$ cat config.mk
export PLATFORM = sky130hd
export DESIGN_NAME = bitmap_set_clear_range_engine_core
export DESIGN_NICKNAME = d
export VERILOG_FILES = /design/src/rtl/bscre_pkg.sv /design/src/rtl/bitmap_set_clear_range_engine_core.sv /design/src/rtl/bscre_mem.sv
export SDC_FILE = /design/constraint.sdc
export NUM_CORES = 2
export LEC_CHECK = 0
export ABC_AREA = 1
export BUFFER_PORTS_ARGS = -buffer_cell sky130_fd_sc_hd__buf_2
export CELL_PAD_IN_SITES_DETAIL_PLACEMENT = 0
export CELL_PAD_IN_SITES_GLOBAL_PLACEMENT = 2
export CORE_ASPECT_RATIO = 1.25
export CORE_UTILIZATION = 43
export DETAILED_ROUTE_END_ITERATION = 10
export PLACE_DENSITY = 0.9
export SYNTH_ARGS = -nofsm -noshare
export SYNTH_HDL_FRONTEND = slang
export SYNTH_SLANG_ARGS = --single-unit
$ cat constraint.sdc
create_clock -name i_clk -period 5.7 [get_ports i_clk]
set_input_delay 0.57 -clock i_clk [delete_from_list [all_inputs] [get_ports i_clk]]
set_output_delay 0.57 -clock i_clk [all_outputs]
set_load 0.005 [all_outputs]
$ cat src/rtl/bscre_pkg.sv
// ----------------------------------------------------------------------------
// bscre_pkg
// Shared types, constants and helpers for the bitmap set/clear range engine.
// ----------------------------------------------------------------------------
package bscre_pkg;

    localparam int NUM_WORDS = 32;
    localparam int WORD_AW   = (NUM_WORDS > 1) ? $clog2(NUM_WORDS) : 1;
    localparam logic [31:0] CAPACITY = 32'(NUM_WORDS * 32);

    localparam logic [2:0] OP_SET_BIT    = 3'd0;
    localparam logic [2:0] OP_CLEAR_BIT  = 3'd1;
    localparam logic [2:0] OP_READ_BIT   = 3'd2;
    localparam logic [2:0] OP_SET_RANGE  = 3'd3;
    localparam logic [2:0] OP_CLR_RANGE  = 3'd4;
    localparam logic [2:0] OP_OR_WORD    = 3'd5;
    localparam logic [2:0] OP_ANDN_WORD  = 3'd6;
    localparam logic [2:0] OP_AND_WORD   = 3'd7;

    typedef struct packed {
        logic               rd_en;
        logic [WORD_AW-1:0] rd_addr;
        logic               wr_en;
        logic [WORD_AW-1:0] wr_addr;
        logic [31:0]        wr_data;
    } t_mem_req;

    function automatic logic [WORD_AW-1:0] pos_word(input logic [9:0] pos);
        logic [31:0] w;
        w = 32'(pos) >> 5;
        return w[WORD_AW-1:0];
    endfunction

    function automatic logic [WORD_AW-1:0] word_addr(input logic [4:0] idx);
        logic [31:0] w;
        w = 32'(idx);
        return w[WORD_AW-1:0];
    endfunction

endpackage

$ cat src/rtl/bitmap_set_clear_range_engine_core.sv
// ----------------------------------------------------------------------------
// bitmap_set_clear_range_engine_core
// Bitmap of 32-bit words with single-bit, range and word-merge requests.
// ----------------------------------------------------------------------------
// A request transaction is accepted when i_start is high and o_busy is low.
// Each request produces one result on o_bit_value and o_range_error, shown
// for exactly one cycle with o_valid high; the receiver cannot stall it.
// A single-bit or word-merge request reads its word from the store in the
// accept cycle and writes it back in the next (a read-bit request writes
// nothing); the result appears in the cycle after that, when the next
// request may enter. A range request walks its words through the same
// read-modify-write loop, one word per cycle.
// A rejected request changes nothing.
// After reset the whole bitmap reads as zeros and the engine is idle.
// ----------------------------------------------------------------------------
module bitmap_set_clear_range_engine_core (
    input  logic        i_clk,
    input  logic        i_rst_n,
    input  logic        i_start,
    input  logic [2:0]  i_req_type,
    input  logic [9:0]  i_first_pos,
    input  logic [9:0]  i_last_pos,
    input  logic [4:0]  i_word_index,
    input  logic [31:0] i_word_value,
    output logic        o_busy,
    output logic        o_valid,
    output logic        o_bit_value,
    output logic        o_range_error
);

    localparam logic ST_IDLE = 1'b0;
    localparam logic ST_WR   = 1'b1;

    logic                          r_state, n_state;
    logic [2:0]                    r_op;
    logic [9:0]                    r_first;
    logic [9:0]                    r_last;
    logic [31:0]                   r_wv;
    logic [bscre_pkg::WORD_AW-1:0] r_addr, n_addr;
    logic                          r_valid, n_valid;
    logic                          r_bit, n_bit;
    logic                          r_err, n_err;

    logic                          accept;
    logic                          req_err;
    logic [bscre_pkg::WORD_AW-1:0] start_addr;
    logic [31:0]                   rd_data;
    logic [31:0]                   mask;
    logic [31:0]                   new_word;
    logic                          last_word;
    bscre_pkg::t_mem_req           mem_req;

    assign accept = i_start && (r_state == ST_IDLE);

    always_comb begin
        req_err    = 1'b0;
        start_addr = bscre_pkg::pos_word(i_first_pos);
        if (i_req_type <= bscre_pkg::OP_READ_BIT) begin
            req_err = 32'(i_first_pos) >= bscre_pkg::CAPACITY;
        end else if (i_req_type <= bscre_pkg::OP_CLR_RANGE) begin
            req_err = (32'(i_last_pos) >= bscre_pkg::CAPACITY) || (i_first_pos > i_last_pos);
        end else begin
            req_err    = 32'(i_word_index) >= 32'(bscre_pkg::NUM_WORDS);
            start_addr = bscre_pkg::word_addr(i_word_index);
        end
    end

    assign last_word = (r_addr == bscre_pkg::pos_word(r_last));

    always_comb begin
        mask = 32'hFFFF_FFFF;
        if (r_op <= bscre_pkg::OP_READ_BIT) begin
            mask = 32'd1 << r_first[4:0];
        end else begin
            if (r_addr == bscre_pkg::pos_word(r_first)) begin
                mask = mask & (32'hFFFF_FFFF << r_first[4:0]);
            end
            if (last_word) begin
                mask = mask & (32'hFFFF_FFFF >> (~r_last[4:0]));
            end
        end
        case (r_op)
            bscre_pkg::OP_SET_BIT,
            bscre_pkg::OP_SET_RANGE:  new_word = rd_data | mask;
            bscre_pkg::OP_CLEAR_BIT,
            bscre_pkg::OP_CLR_RANGE:  new_word = rd_data & ~mask;
            bscre_pkg::OP_OR_WORD:    new_word = rd_data | r_wv;
            bscre_pkg::OP_ANDN_WORD:  new_word = rd_data & ~r_wv;
            bscre_pkg::OP_AND_WORD:   new_word = rd_data & r_wv;
            default:                  new_word = rd_data;
        endcase
    end

    always_comb begin
        n_state = r_state;
        n_addr  = r_addr;
        n_valid = 1'b0;
        n_bit   = r_bit;
        n_err   = r_err;
        mem_req.rd_en   = 1'b0;
        mem_req.rd_addr = r_addr;
        mem_req.wr_en   = 1'b0;
        mem_req.wr_addr = r_addr;
        mem_req.wr_data = new_word;
        case (r_state)
            ST_IDLE: begin
                if (accept) begin
                    if (req_err) begin
                        n_valid = 1'b1;
                        n_bit   = 1'b0;
                        n_err   = 1'b1;
                    end else begin
                        mem_req.rd_en   = 1'b1;
                        mem_req.rd_addr = start_addr;
                        n_addr          = start_addr;
                        n_state         = ST_WR;
                    end
                end
            end
            ST_WR: begin
                mem_req.wr_en = (r_op != bscre_pkg::OP_READ_BIT);
                if ((r_op == bscre_pkg::OP_SET_RANGE || r_op == bscre_pkg::OP_CLR_RANGE)
                        && !last_word) begin
                    n_addr          = r_addr + bscre_pkg::WORD_AW'(1);
                    mem_req.rd_en   = 1'b1;
                    mem_req.rd_addr = n_addr;
                end else begin
                    n_valid = 1'b1;
                    n_bit   = (r_op == bscre_pkg::OP_READ_BIT) ? |(rd_data & mask) : 1'b0;
                    n_err   = 1'b0;
                    n_state = ST_IDLE;
                end
            end
            default: begin
                n_state = ST_IDLE;
            end
        endcase
    end

    always_ff @(posedge i_clk) begin
        if (!i_rst_n) begin
            r_state <= ST_IDLE;
            r_valid <= 1'b0;
        end else begin
            r_state <= n_state;
            r_valid <= n_valid;
        end
    end

    always_ff @(posedge i_clk) begin
        r_addr <= n_addr;
        r_bit  <= n_bit;
        r_err  <= n_err;
        if (accept) begin
            r_op    <= i_req_type;
            r_first <= i_first_pos;
            r_last  <= i_last_pos;
            r_wv    <= i_word_value;
        end
    end

    bscre_mem u_mem (
        .i_clk     (i_clk),
        .i_rst_n   (i_rst_n),
        .i_req     (mem_req),
        .o_rd_data (rd_data)
    );

    assign o_busy        = (r_state != ST_IDLE);
    assign o_valid       = r_valid;
    assign o_bit_value   = r_bit;
    assign o_range_error = r_err;

endmodule

$ cat src/rtl/bscre_mem.sv
// ----------------------------------------------------------------------------
// bscre_mem
// Bitmap word store with a registered read port and per-word valid bits
// that make unwritten words read as zero after reset.
// ----------------------------------------------------------------------------
module bscre_mem (
    input  logic               i_clk,
    input  logic               i_rst_n,
    input  bscre_pkg::t_mem_req i_req,
    output logic [31:0]        o_rd_data
);

    logic [31:0]                  r_mem [bscre_pkg::NUM_WORDS];
    logic [bscre_pkg::NUM_WORDS-1:0] r_valid;
    logic [31:0]                  r_rd_data;
    logic                         r_rd_valid;

    always_ff @(posedge i_clk) begin
        if (i_req.wr_en) begin
            r_mem[i_req.wr_addr] <= i_req.wr_data;
        end
        if (i_req.rd_en) begin
            r_rd_data <= r_mem[i_req.rd_addr];
        end
    end

    always_ff @(posedge i_clk) begin
        if (!i_rst_n) begin
            r_valid    <= '0;
            r_rd_valid <= 1'b0;
        end else begin
            if (i_req.wr_en) begin
                r_valid[i_req.wr_addr] <= 1'b1;
            end
            if (i_req.rd_en) begin
                r_rd_valid <= r_valid[i_req.rd_addr];
            end
        end
    end

    assign o_rd_data = r_rd_valid ? r_rd_data : 32'd0;

endmodule
==> flow_summary.toml <==
[layout]
regArea_um2 = 34300
multi_input_comb_area_um2 = 13000
final_cell_area_um2 = 57000
fill_cells = 10492
number_of_nets_in_the_layout = 4676
area_growth_syn_to_layout_pct = 11.8
final_core_utilization_pct = 48.7
post_route_cells_drive_above_1_share_pct = 11.0

[pwr]
power_frac_comb_pct = 17.7
cellPowerDensity_nw_per_um2 = 366
power.share.sequential_pct = 47.6
irDropWorstVdd_mv = 0.265
p_int_mw = 14.8
finalPower_mw = 20.9
power_leakage_nw = 21.5
power.share.switching_pct = 28.9
share_clk_of_total_power_pct = 34.6
reported_net_switching_power_mw = 6.04

[detailed_routing]
postRouteWirelength_mm = 148
vias = 34199
ant_nets = 0
wl_per_cell_um = 23.7
route.detailed.vias_per_inst = 5.47
dr.pass1.iters = 6
number_of_drc_violations_after_detailed_routing_iteration_0 = 3527
detail_route.drc_violations = 0

[critical_path]
startpoint_type = "flop"
crit_fanout = 78
endpoint_kind = "flop"
worst_ep_arrival_time_ns = 4.61
cp_cell_sequence = "inv_4 -> nand2_1 -> nand2_1 -> nor2_4 -> nand3_4 -> nand3_1 -> nand3_4 -> nand3_4 -> buf_4 -> buf_4 -> o21ai_0 -> a21oi_1 -> o21ai_1 -> nand3_1 -> nand2_1 -> nand2_1 -> nand2_1"
worst-path-stages = 17
cpLargestDelayFamily = "simple AND/OR/NAND/NOR gates"
rr_worst_depth = 17
critical-path-top-cell-by-count = "nand2_1"
delay_of_the_slowest_cell_on_the_worst_path_ns = 0.63
critPathRequiredTime_ns = 6.19
crit_path_top_delay_cell = "buf_4"
critPathKind = "flop to flop"
crit_buf_inv = 3

[yosys]
synth.net_count = 4622
synth-seq-area-share_pct = 67.2
netlist_instances = 4545
mappedNetlistArea_um2 = 51000
synth_top_area_share_pct = 65.8
ff_latch_count_synth = 1153
synth.avg_cell_area_um2 = 11.2
yosys.cell_types.count = 47
post_synth_main_area_contributors = "edfxtp_1 66%, nand2_1 5.0%, inv_1 4.9%"
synth-edff-count = 1118
synth_largest_area_cell = "edfxtp_1"
most_used_standard_cells_in_the_synthesized_netlist = "1,118 x edfxtp_1, 684 x nand2_1, 662 x inv_1, 447 x o21ai_0, 346 x a21oi_1"
most_frequently_used_cell_type_in_the_post_synthesis_netlist = "edfxtp_1"
dominantRegCellSynth = "edfxtp_1"
post_synth_arst_share_pct = 0
synth_warnings = 0

[worst_hold_path]
min_path_type = "input port to flop"
worst_hold_path.num_cells = 1

[global_route]
largest_net_degree_at_the_start_of_global_routing = 94
grtUsageTotal_pct = 24.5
globalRoute.totalOverflow = 0
wire_length_of_the_first_global_routing_pass_mm = 215
antenna_found_initial = 2
grt_pass1_vias = 32466

[floorplanning]
die_y_um = 387
die_outline_area_um2 = 120000
floorplan.die.width_um = 310
design.portCount = 67
initial_core_util_pct = 43.6
core_area_um2 = 117000
placement_rows = 140

[timing]
setup_repair_after_global_routing_missed_its_margin = "false"
skew_ns = 0.0276
tns_ns = 0
timing.final.max_slew_violations = 0
layout_worst_path_cycle_share_pct = 72.4
max_slew.worst_pin.slew_ns = 1.28
finalSetupViolations = 0
timing.final.ws_setup_ns = 1.57
timing.fmax_ghz = 0.242
max-slew-margin-rel_pct = 14.7
final_hold_viol_count = 0
finalWorstPathRequiredPeriod_ns = 4.13

[placement]
place_area_um2 = 53300
hpwl_mm = 83.1
port-buffer-count = 66
gp_congestion = 0.878
dpl_worst_slack_ns = 1.28

[run_status]
run_status = "completed"

[clock_network]
clockRootBuffer = "clkbuf_16"
path_clk_slew_ns = 0.07
htreeDepth = 3
postCtsSetupRepairBufs = 0
clk_latency_ns = 0.73
numCtsBuffers = 109
max-clock-path-buffers = 3
cts_num_sinks = 1153
cts_tree = "built"

[flow_run]
maxCapViolations = 0
[metal layers]
metal  track usage (%)  part of all wire [%]  up-vias  routed length [um]
met5                 0                     0        -                   0
li1                  -                     -    15962                   -
met3              3.46                   6.9      255               10300
met2              41.6                    50     1281               73400
met1              31.4                    40    16701               59100
met4              9.74                   3.6        0                5360
[kinds of logic after synthesis]
group | synth area share (%)
AOI/OAI and AO/OA | 14.1
xor gates and xnor gates | 0.103
adders and majority gates | 0.344
buffers and inverters | 8.02
DFF | 67.2
muxes | 0.0589
and+or+nand+nor | 10.1
[what timing repair did]
item                      in CTS  in global routing
hold endpoints to repair      20                  0
resized for setup              0                  0
hold buffers                  20                  0
[sequential cells by signal (all words and copies together), names as in the netlist]
register	flops
o_range_error	1
o_busy	1
r_op	3
u_mem.r_valid	32
r_first	10
r_wv	32
r_addr	5
u_mem.r_mem	1024
u_mem.r_rd_data	32
u_mem.r_rd_valid	1
r_last	10
o_valid	1
o_bit_value	1
[path summary, 6_finish.rpt]
path | from | to | slack, ns
setup / recovery | r_addr[2]$_DFFE_PP_ | u_mem.r_rd_data[24]$_DFFE_PP_ | 1.57
hold / removal | i_word_value[16] | r_wv[16]$_DFFE_PP_ | 0.03
setup reg to reg | r_addr[2]$_DFFE_PP_ | u_mem.r_rd_data[24]$_DFFE_PP_ | 1.57
hold reg to reg | u_mem.r_valid[2]$_SDFFE_PN0P_ | u_mem.r_valid[2]$_SDFFE_PN0P_ | 0.47
[power groups by stage]
stage | logic [mW] | registers [mW] | clock network (mW)
2_1_floorplan | 2.58 | 10.0 | 0
3_3_place_gp | 3.64 | 10.1 | 0
3_5_place_dp | 3.67 | 10.1 | 0
4_1_cts | 3.69 | 9.95 | 7.32
5_1_grt | 4.08 | 9.96 | 7.62
6_report | 3.71 | 9.95 | 7.23
[layout by cell type (no fill, tap or decap), types with 34 or more instances in the layout]
| cell | count |
|---|---|
| nor2_4 | 34 |
| o21ai_0 | 446 |
| o211ai_2 | 98 |
| o21ai_1 | 159 |
| nor2_1 | 137 |
| clkbuf_16 | 110 |
| buf_2 | 66 |
| a21oi_1 | 346 |
| edfxtp_1 | 1118 |
| o211ai_1 | 104 |
| nand2_1 | 682 |
| nand3_1 | 328 |
| inv_1 | 658 |
| buf_4 | 98 |
| dfxtp_1 | 35 |
[final cells by class]
cell class | count | area share [%]
Antenna cell | 1 | 0.00439
Clock buffer | 129 | 4.97
Clock inverter | 73 | 1.19
Inverter | 671 | 4.44
Multi-Input combinational cell | 2456 | 22.7
Sequential cell | 1153 | 60.1
Tap cell | 1562 | 3.43
Timing Repair Buffer | 208 | 3.07
[metrics by stage]
| step | cells | hold slack, ns |
|---|---|---|
| floorplan | 4545 | 0.440 |
| global placement | 6030 | 0.449 |
| detailed placement | 6030 | 0.462 |
| CTS | 6252 | 0.000833 |
| global route | 6252 | 0.0299 |
| finish | 6253 | 0.0336 |
Power figures use the tool's default switching activity.
